===== config.mk =====
export PLATFORM = sky130hd
export DESIGN_NAME = linear_distribution_random
export DESIGN_NICKNAME = d
export VERILOG_FILES = /design/src/hw/rtl/ldr_pkg.sv /design/src/hw/rtl/linear_distribution_random.sv /design/src/hw/rtl/ldr_ctrl.sv /design/src/hw/rtl/ldr_dp.sv
export SDC_FILE = /design/constraint.sdc
export NUM_CORES = 2
export LEC_CHECK = 0
export CAP_MARGIN = 25
export CORE_MARGIN = 3
export CORE_UTILIZATION = 40
export CTS_CLUSTER_DIAMETER = 200
export DETAILED_ROUTE_END_ITERATION = 6
export DONT_BUFFER_PORTS = 1
export GPL_ROUTABILITY_DRIVEN = 0
export SLEW_MARGIN = 20
export SYNTH_ARGS = -nofsm -noshare
export SYNTH_HDL_FRONTEND = slang
export SYNTH_SLANG_ARGS = --single-unit

===== constraint.sdc =====
create_clock -name clock -period 17.7 [get_ports clock]
set_clock_uncertainty 0.1 [all_clocks]
set_input_delay 2.655 -clock clock [delete_from_list [all_inputs] [get_ports clock]]
set_output_delay 2.655 -clock clock [all_outputs]
set_load 0.1 [all_outputs]

===== src/hw/rtl/ldr_pkg.sv =====
// ----------------------------------------------------------------------------
// ldr_pkg
// Shared types, constants and helpers for the linear distribution generator.
// ----------------------------------------------------------------------------
package ldr_pkg;

   // generator constants
   localparam logic [31:0] LCG_MUL   = 32'd2891336453;
   localparam logic [31:0] LCG_ADD   = 32'd1500450271;
   localparam logic [31:0] LCG_SEED0 = 32'd1997333137;

   localparam int STATE_W = 32;
   localparam int RAND_W  = 32;

   // defaults for the top-level parameters
   localparam int RANGE_BITS_DEF = 16;
   localparam int FRAC_BITS_DEF  = 16;

   // register port
   localparam int CSR_DATA_W  = 16;
   localparam int CSR_INDEX_W = 1;
   localparam logic [CSR_INDEX_W-1:0] CSR_RANGE_LIMIT = 1'b0;
   localparam logic [CSR_INDEX_W-1:0] CSR_TEND_HIGH   = 1'b1;

   // square root: 64-bit radicand, two result bits per cycle
   localparam int RAD_W       = 64;
   localparam int ROOT_W      = 32;
   localparam int REM_W       = ROOT_W + 3;
   localparam int SQRT_CYCLES = ROOT_W / 2;
   localparam int CNT_W       = $clog2(SQRT_CYCLES);

   // one LCG step, kept to 31 bits; only the low 31 bits of the state matter
   function automatic logic [30:0] lcg_next(input logic [STATE_W-1:0] s);
      logic [61:0] p;
      p = s[30:0] * LCG_MUL[30:0];
      return 31'(p[30:0] + LCG_ADD[30:0]);
   endfunction

   localparam logic [30:0] GEN_RESET = lcg_next(LCG_SEED0);

   typedef struct packed {
      logic accept_seed;
      logic accept_draw;
      logic root_init;
      logic root_step;
      logic multiply;
      logic load_out;
   } cmd_type;

   typedef struct packed {
      logic root_last;
   } status_type;

endpackage


===== src/hw/rtl/linear_distribution_random.sv =====
// ----------------------------------------------------------------------------
// linear_distribution_random
// Random source with a linear density, built on a 31-bit LCG.
//
// Request channel (req_): req_type 0 draws a value, 1 loads req_seed_value
// into the generator. Result channel (rsp_): one rsp_rand_value, unsigned
// Q16.16 below range_limit, per draw transaction; seeds give no result.
// Register port (csr_): index 0 = range_limit (0 acts as 1), index 1 =
// tend_high. Write only while no draw is in flight.
//
// A draw steps the generator when it is accepted, then loads the radicand,
// runs the square root at two root bits per cycle, multiplies by the range
// and clamps the product into the output register. A new request is taken
// only once the block is idle; seeds are taken one per cycle while it is
// idle. The output register lets a draw be accepted while the previous
// result waits; a stalled receiver holds the finished value in the clamp
// stage until the register frees up.
// Reset clears the registers to zero, empties the output and loads the
// generator with one step from its fixed seed.
// ----------------------------------------------------------------------------
module linear_distribution_random #(
   parameter int RANGE_BITS = ldr_pkg::RANGE_BITS_DEF,
   parameter int FRAC_BITS  = ldr_pkg::FRAC_BITS_DEF
) (
   input  logic                            clock,
   input  logic                            reset,
   input  logic                            req_valid,
   output logic                            req_ready,
   input  logic                            req_type,
   input  logic [ldr_pkg::STATE_W-1:0]     req_seed_value,
   output logic                            rsp_valid,
   input  logic                            rsp_ready,
   output logic [ldr_pkg::RAND_W-1:0]      rsp_rand_value,
   input  logic                            csr_wr_en,
   input  logic [ldr_pkg::CSR_INDEX_W-1:0] csr_index,
   input  logic [ldr_pkg::CSR_DATA_W-1:0]  csr_wr_data
);
   import ldr_pkg::*;

   cmd_type    cmd;
   status_type status;

   ldr_ctrl u_ctrl (
      .clock     (clock),
      .reset     (reset),
      .req_valid (req_valid),
      .req_ready (req_ready),
      .req_type  (req_type),
      .rsp_valid (rsp_valid),
      .rsp_ready (rsp_ready),
      .cmd       (cmd),
      .status    (status)
   );

   ldr_dp #(
      .RANGE_BITS (RANGE_BITS),
      .FRAC_BITS  (FRAC_BITS)
   ) u_dp (
      .clock          (clock),
      .reset          (reset),
      .csr_wr_en      (csr_wr_en),
      .csr_index      (csr_index),
      .csr_wr_data    (csr_wr_data),
      .req_seed_value (req_seed_value),
      .rsp_rand_value (rsp_rand_value),
      .cmd            (cmd),
      .status         (status)
   );

endmodule


===== src/hw/rtl/ldr_ctrl.sv =====
// ----------------------------------------------------------------------------
// ldr_ctrl
// Sequencer: accepts transactions, steps the datapath through the draw and
// owns the result valid flag.
// ----------------------------------------------------------------------------
module ldr_ctrl (
   input  logic               clock,
   input  logic               reset,
   input  logic               req_valid,
   output logic               req_ready,
   input  logic               req_type,
   output logic               rsp_valid,
   input  logic               rsp_ready,
   output ldr_pkg::cmd_type    cmd,
   input  ldr_pkg::status_type status
);
   import ldr_pkg::*;

   typedef enum logic [2:0] {
      ST_IDLE,
      ST_INIT,
      ST_ROOT,
      ST_MULT,
      ST_OUT
   } state_type;

   state_type state_ff, state_in;
   logic      rsp_valid_ff, rsp_valid_in;
   logic      out_free;

   assign out_free  = !rsp_valid_ff || rsp_ready;
   assign req_ready = (state_ff == ST_IDLE);
   assign rsp_valid = rsp_valid_ff;

   always_comb begin
      cmd      = '0;
      state_in = state_ff;
      unique case (state_ff)
         ST_IDLE: begin
            if (req_valid) begin
               if (req_type) begin
                  cmd.accept_seed = 1'b1;
               end else begin
                  cmd.accept_draw = 1'b1;
                  state_in        = ST_INIT;
               end
            end
         end
         ST_INIT: begin
            cmd.root_init = 1'b1;
            state_in      = ST_ROOT;
         end
         ST_ROOT: begin
            cmd.root_step = 1'b1;
            if (status.root_last) state_in = ST_MULT;
         end
         ST_MULT: begin
            cmd.multiply = 1'b1;
            state_in     = ST_OUT;
         end
         ST_OUT: begin
            // hold the finished value until the output register frees up
            if (out_free) begin
               cmd.load_out = 1'b1;
               state_in     = ST_IDLE;
            end
         end
         default: state_in = ST_IDLE;
      endcase
   end

   always_comb begin
      rsp_valid_in = rsp_valid_ff;
      if (cmd.load_out)   rsp_valid_in = 1'b1;
      else if (rsp_ready) rsp_valid_in = 1'b0;
   end

   always_ff @(posedge clock) begin
      if (reset) begin
         state_ff     <= ST_IDLE;
         rsp_valid_ff <= 1'b0;
      end else begin
         state_ff     <= state_in;
         rsp_valid_ff <= rsp_valid_in;
      end
   end

endmodule


===== src/hw/rtl/ldr_dp.sv =====
// ----------------------------------------------------------------------------
// ldr_dp
// Datapath: generator state, registers, digit-by-digit square root, range
// multiply, clamp and the result register.
// ----------------------------------------------------------------------------
module ldr_dp #(
   parameter int RANGE_BITS = ldr_pkg::RANGE_BITS_DEF,
   parameter int FRAC_BITS  = ldr_pkg::FRAC_BITS_DEF
) (
   input  logic                             clock,
   input  logic                             reset,
   input  logic                             csr_wr_en,
   input  logic [ldr_pkg::CSR_INDEX_W-1:0]  csr_index,
   input  logic [ldr_pkg::CSR_DATA_W-1:0]   csr_wr_data,
   input  logic [ldr_pkg::STATE_W-1:0]      req_seed_value,
   output logic [ldr_pkg::RAND_W-1:0]       rsp_rand_value,
   input  ldr_pkg::cmd_type                 cmd,
   output ldr_pkg::status_type              status
);
   import ldr_pkg::*;

   // effective range width: the register is 16 bits, masked to RANGE_BITS
   localparam int RW     = (RANGE_BITS < CSR_DATA_W) ? RANGE_BITS : CSR_DATA_W;
   localparam int PROD_W = RW + ROOT_W;

   typedef struct packed {
      logic [REM_W-1:0]  rem;
      logic [ROOT_W-1:0] root;
   } sq_type;

   function automatic sq_type sq_step(input sq_type cur, input logic [1:0] pair);
      logic [REM_W-1:0] sh;
      logic [REM_W-1:0] trial;
      sq_type           nxt;
      sh    = {cur.rem[REM_W-3:0], pair};
      trial = {1'b0, cur.root, 2'b01};
      if (sh >= trial) begin
         nxt.rem  = sh - trial;
         nxt.root = {cur.root[ROOT_W-2:0], 1'b1};
      end else begin
         nxt.rem  = sh;
         nxt.root = {cur.root[ROOT_W-2:0], 1'b0};
      end
      return nxt;
   endfunction

   logic [STATE_W-1:0] gen_state_ff, gen_state_in;
   logic [CSR_DATA_W-1:0] range_ff;
   logic               tend_ff;
   logic [RAD_W-1:0]   rad_ff, rad_in;
   sq_type             sq_ff, sq_in, sq_mid;
   logic [CNT_W-1:0]   count_ff;
   logic [PROD_W-1:0]  prod_ff, prod_in;
   logic [RAND_W-1:0]  out_ff, out_in;

   logic [RW-1:0]      range_eff;
   logic [30:0]        r;
   logic [31:0]        comp;
   logic [ROOT_W-1:0]  q;
   logic               clamp;
   logic [63:0]        val64;
   logic [63:0]        cl64;

   assign range_eff = (range_ff[RW-1:0] == '0) ? RW'(1) : range_ff[RW-1:0];
   assign r         = gen_state_ff[30:0];
   assign comp      = 32'h8000_0000 - {1'b0, r};

   always_comb begin
      gen_state_in = gen_state_ff;
      if (cmd.accept_seed)      gen_state_in = req_seed_value;
      else if (cmd.accept_draw) gen_state_in = {1'b0, lcg_next(gen_state_ff)};
   end

   // radicand r*2^31 for rising density, (2^31 - r)*2^31 for falling
   always_comb begin
      rad_in = rad_ff;
      sq_in  = sq_ff;
      sq_mid = sq_step(sq_ff, rad_ff[RAD_W-1 -: 2]);
      if (cmd.root_init) begin
         rad_in = tend_ff ? {2'b00, r, 31'b0} : {1'b0, comp, 31'b0};
         sq_in  = '0;
      end else if (cmd.root_step) begin
         rad_in = rad_ff << 4;
         sq_in  = sq_step(sq_mid, rad_ff[RAD_W-3 -: 2]);
      end
   end

   assign status.root_last = (count_ff == CNT_W'(SQRT_CYCLES - 1));

   assign q       = tend_ff ? sq_ff.root : (32'h8000_0000 - sq_ff.root);
   assign prod_in = PROD_W'(range_eff) * PROD_W'(q);

   // val >= range<<FRAC is the same test as prod >= range<<31
   assign clamp  = (prod_ff >= PROD_W'({range_eff, 31'b0}));
   assign val64  = 64'(prod_ff) >> (31 - FRAC_BITS);
   assign cl64   = 64'(range_eff - RW'(1)) << FRAC_BITS;
   assign out_in = clamp ? cl64[RAND_W-1:0] : val64[RAND_W-1:0];

   assign rsp_rand_value = out_ff;

   always_ff @(posedge clock) begin
      if (reset) begin
         gen_state_ff <= {1'b0, GEN_RESET};
         range_ff     <= '0;
         tend_ff      <= 1'b0;
         count_ff     <= '0;
      end else begin
         gen_state_ff <= gen_state_in;
         if (csr_wr_en) begin
            unique case (csr_index)
               CSR_RANGE_LIMIT: range_ff <= csr_wr_data;
               CSR_TEND_HIGH:   tend_ff  <= csr_wr_data[0];
               default: ;
            endcase
         end
         if (cmd.root_init)      count_ff <= '0;
         else if (cmd.root_step) count_ff <= count_ff + CNT_W'(1);
      end
   end

   always_ff @(posedge clock) begin
      rad_ff <= rad_in;
      sq_ff  <= sq_in;
      if (cmd.multiply) prod_ff <= prod_in;
      if (cmd.load_out) out_ff  <= out_in;
   end

endmodule


# Word level (Yosys, flattened, before mapping)
# Index checks and enable logic that the tools add are counted.
# totals
regBits,265
inputBits,55
output_inout_bits,34
wordCells,71
# classes
n_addsub,7
mul,2
n_lt_le_gt_ge,3
n_eq_ne,9
n_mux,26
bitwise,1
n_reduce_logical,11
# ops
op,n
$mux 65,2
$mux 64,2
$ge 35x34->1,2
$sub 33x33->33,2
$mux 32,2
$mux 63,1
$mux 31,2
$ge 48x47->1,1
$mul 16x32->48,1
$sub 32x31->32 const A,1
$sub 32x32->32 const A,1
$add 31x31->31 const B,1
$mul 31x30->31 const B,1
$logic_not 16->1,1
$mux 16,1
$sub 16x1->16 const B,1
$pmux 3 s5,1
$mux 3,4
$mux 1,9
$eq 3x2->1 const B,2
$ne 2x2->1 const B,3
$reduce_bool 2->1,3
$add 4x1->4 const B,1
$eq 4x4->1 const B,1
other kinds (11),13

# Longest topological paths before layout
# logic_depth
word_depth,5
mapped_depth,34
depth_no_buf,34

# Cells and area by module
# Synthesis repeated with hierarchy kept, for this count alone.
# hier_totals
hier_cells,4268
hier_area_um2,37746.2
# by_module_without_submodules
module,instances,cells_per_inst,area_per_inst_um2,seq_area_each_um2
ldr_dp,1,4245,37514.7,5735.5
ldr_ctrl,1,23,231.5,80.1

# Worst setup path after synthesis
# OpenSTA, ideal clock, no wires.
# synth_timing
path_type,reg-to-reg
startpoint,reg u_dp.sq_ff[0] in the netlist's numbering
endpoint,"reg u_dp.prod_ff[41], data pin"
setup_ns,0.259
arrival_ns,8.245
t_required_ns,17.341
path_slack_ns,9.096
stages_incl_launch_ff,33
path_buffers,2
period_less_slack_ns,8.604
cell_sequence,dfxtp_1 clkinv_1 clkbuf_1 ha_1 nand2_1 nor4_1 and3_1 a31oi_1 xnor2_1 clkbuf_1 nand2_1 fa_1 fa_1 inv_1 fa_1 inv_1 fa_1 fa_1 fa_1 inv_1 ha_1 a21o_1 a21o_1 a21o_1 a21oi_1 nand3_1 nor3_1 o31ai_1 nor2b_1 or4_1 a31o_2 a21oi_1 xnor2_1
# synth_via
elab_chain_len,3
# synth_lines
item,line,source
from (decl),ldr_dp.sv:51,"sq_type sq_ff, sq_in, sq_mid;"
from (signal assigned),ldr_dp.sv:123,sq_ff <= sq_in;
$sub 32x32->32,ldr_dp.sv:90,assign q = tend_ff ? sq_ff.root : (32'h8000_0000 - sq_ff.root);
$mux 32 (*),ldr_dp.sv:90,
$mul 16x32->48 (*),ldr_dp.sv:91,assign prod_in = PROD_W'(range_eff) * PROD_W'(q);
net u_dp.prod_in[41],ldr_dp.sv:53,"logic [PROD_W-1:0] prod_ff, prod_in;"
to (signal assigned),ldr_dp.sv:124,if (cmd.multiply) prod_ff <= prod_in;
to (decl),ldr_dp.sv:53,
# The timed path passes the listed nets; every way through them passes the cells marked *.
# A chain may end at the register's enable or synchronous reset.

# Worst setup path in the final report
# layout_timing
startpoint,reg u_dp.sq_ff[7] in the netlist's numbering
endpoint,"reg u_dp.prod_ff[41], data pin"
# The elaborated chain is that of the path after synthesis.

==> impl_results.md <==
- Die extent in x: between 300 and 400 um
- Period minus WS final: between 9 and 10 ns
- Post CTS Setup Buffer Count: 0
- Post-synth EDFFs: about 110
- Final Hold Viols: 0
- Post-layout worst setup margin: approximately 7.8 ns
- I/O pin total: 89
- Area Growth Syn to Fin: 7.07%
- GRT overflow: 0
- Root Driver: clkbuf_16
- Clock insertion delay at the later pin of the skew report: 0.62 ns
- Initial Utilization: 40.4%
- Post-synth cell types: 85
- Yosys reg bits: 234
- Core ar.: between 90000 and 100000 um2
- Vias: about 28000
- Synth top area cells: fa_1 (30%), ha_1 (13%), edfxtp_1 (9.1%)
- Largest net degree at the start of global routing: 67
- Most instantiated cells after synthesis: inv_1 (758), fa_1 (551), nand2_1 (510)
- Synth Flop Type: dfxtp_1
- Worst rel slew slack: 35.9%
- Layout cells sized above 1: between 4 and 5%
- Post-synthesis cell area: between 30000 and 40000 um2
- F_max: 101 MHz
- Clock Tree Buf Depth: 3
- Worst Path Max Fanout: 16
- Post-synth top area cell: fa_1
- CP most frequent cell: fa_1
- Hold_sp: u_dp.sq_ff[63]
- Critical Path Source Type: flip-flop
- DR WL/cell: between 15 and 20 um
- Met2 global-route usage: between 30% and 40%
- Arr. time, crit path: about 10 ns
- Antenna Violating Nets Remaining: 0
- Post-CTS resize count: 0
- CP max-delay cell: fa_1
- R2R setup slack: about 7.8 ns
- Post-CTS Hold Buffers: 0
- CP endpoint kind: flip-flop
- Synth warn: 0
- Global Route met1 Usage: approximately 29%
- Post-synth ARST share: 0%
- Initial antenna violation count: 2
- CTS Buf Count: 30
- Most frequent cell after synthesis: inv_1
- Critical Path Source: u_dp.sq_ff[7]
- Max-cap violations: 0
- WL final: 104 mm
- CTS tree: yes
- CTS H-tree depth: 1
- Vias in the first global route: 28971
- Pre-CTS setup slack: ~8.0 ns
- Syn Nets: between 5000 and 6000
- 1st-iter DRT viols: around 2000
- Nets: roughly 5000
- # setup viols final: 0
- Drt pass-1 iters: 7
- Mean post-synth cell area: about 8.9 um2
- Height of the die: ~310 um
- Crit path required time: 17.94 ns
- Hold Path Class: flip-flop to flip-flop
- Detailed Place HPWL: approximately 80 mm
- Die Area: 96600 um2
- Reg2reg start: u_dp.sq_ff[7]
- Worst-Margin Slew: around 0.96 ns
- PortBufs: 0
- First-pass GRT wire length: approximately 170 mm
- Crit share post-route: a little under three fifths
- Num Clock Sinks: 234
- Via density: between 5 and 6
- Post-synthesis sequential area ratio: approximately 16%
- Count of final max-slew check failures: 0
- Remaining DRCs: 0
- FP Rows: around 110
- GRT busiest layer: met2
- Inserted Diodes: 0
- GRT Total Usage: roughly 22%
- Post-synth top area share: around 30%
- Synth Instances: 4200
- Status: finished, final reports clean
- WS Path Type: flip-flop to flip-flop
- Met3 Track Usage GR: roughly 3.4%
- Max stage delay on crit path: approximately 0.57 ns
- Clock-pin slew on the worst setup and hold paths: approximately 0.070 ns
- Setup repair after global routing missed its margin: no
- Setup TNS: 0 ns
## metrics by stage
step | area, um2 | util (%) | instances | hold slack [ns]
after floorplan | 37200 | - | 4200 | 0.336
after CTS | 39800 | 43.3 | 5402 | 0.385
after global routing | 39800 | 43.3 | 5404 | 0.425
final | 39800 | 43.3 | 5404 | 0.389
after global placement | 38700 | 42.1 | 5345 | 0.360
after detailed placement | 38700 | 42.1 | 5346 | 0.369
## cells in the final DEF, fill, tap and decap left out, types with 8 or more instances in the layout
cell type / netlist / routed
and3_1: 22 / 22
o21a_1: 13 / 13
a21oi_1: 216 / 216
o22ai_1: 32 / 32
a31oi_1: 37 / 37
and2_1: 180 / 179
nand4_1: 19 / 19
a41oi_1: 8 / 8
nand2_1: 510 / 510
buf_4: 1 / 71
a31o_2: 8 / 8
nor2b_1: 21 / 21
fa_1: 551 / 551
a211o_1: 23 / 23
edfxtp_1: 113 / 113
o21bai_1: 13 / 13
a21o_1: 88 / 88
dfxtp_1: 121 / 119
nor4_1: 24 / 24
nor2_1: 209 / 208
xor2_1: 51 / 51
xnor2_1: 172 / 171
o211ai_1: 8 / 8
or3_1: 8 / 8
mux2i_1: 14 / 14
clkbuf_16: 0 / 31
nand3_1: 38 / 38
a211oi_1: 20 / 20
nor3_1: 58 / 57
ha_1: 400 / 400
inv_1: 758 / 757
o21ai_0: 159 / 158
nand2b_1: 21 / 21
## logic make-up after synthesis
| kind of cell | Yosys count | share of synthesized area [%] |
|---|---|---|
| flip-flops | 234 | 15.6 |
| XOR/XNOR | 223 | 5.25 |
| adder cells (fa/ha/maj) | 951 | 43.1 |
| AO/OA/AOI/OAI | 695 | 11.7 |
| AND/OR/NAND/NOR | 1145 | 14.3 |
| multiplexers | 17 | 0.468 |
| buffers and inverters | 935 | 9.48 |
## final cells by class
| type | instances | area (um2) |
|---|---|---|
| Clock buffer | 38 | 842 |
| Clock inverter | 18 | 235 |
| Fill cell | 9147 | 52100 |
| Inverter | 766 | 2880 |
| Multi-Input combinational cell | 3031 | 27900 |
| Sequential cell | 234 | 5820 |
| Tap cell | 1243 | 1560 |
| Timing Repair Buffer | 74 | 608 |
## worst max-delay path: cells and delay by family, from the launching register on
family                     cells  cell delay, ns
adders and majority gates      7            3.45
and+or+nand+nor               11            3.33
AOI/OAI and AO/OA              8            1.69
buffers and inverters          4            0.43
DFF                            1            0.31
xor gates and xnor gates       2            0.26
## layer usage
| metal | part of all wire [%] | wire length [um] | vias to the layer above |
|---|---|---|---|
| met3 | 6.4 | 6710 | 167 |
| li1 | - | - | 13341 |
| met2 | 46 | 48400 | 820 |
| met5 | 0 | 0 | - |
| met4 | 3.7 | 3850 | 0 |
| met1 | 43 | 45300 | 14151 |
## sequential cells by signal, indices dropped and copies added, names as in the netlist
name,count
u_dp.rad_ff,33
u_ctrl.state_ff,3
u_dp.tend_ff,1
u_dp.range_ff,16
u_dp.prod_ff,48
u_dp.rsp_rand_value,32
u_ctrl.rsp_valid,1
u_dp.count_ff,4
u_dp.gen_state_ff,31
u_dp.sq_ff,65
## worst paths after layout
check                      to  depth (start not counted)
max          u_dp.prod_ff[41]                         32
max reg2reg  u_dp.prod_ff[41]                         32
min            u_dp.sq_ff[63]                          2
min reg2reg    u_dp.sq_ff[63]                          2
Power is left out: the tool's default activity adds up to more than one toggle a clock period on the data nets, which glitch-free logic cannot reach.
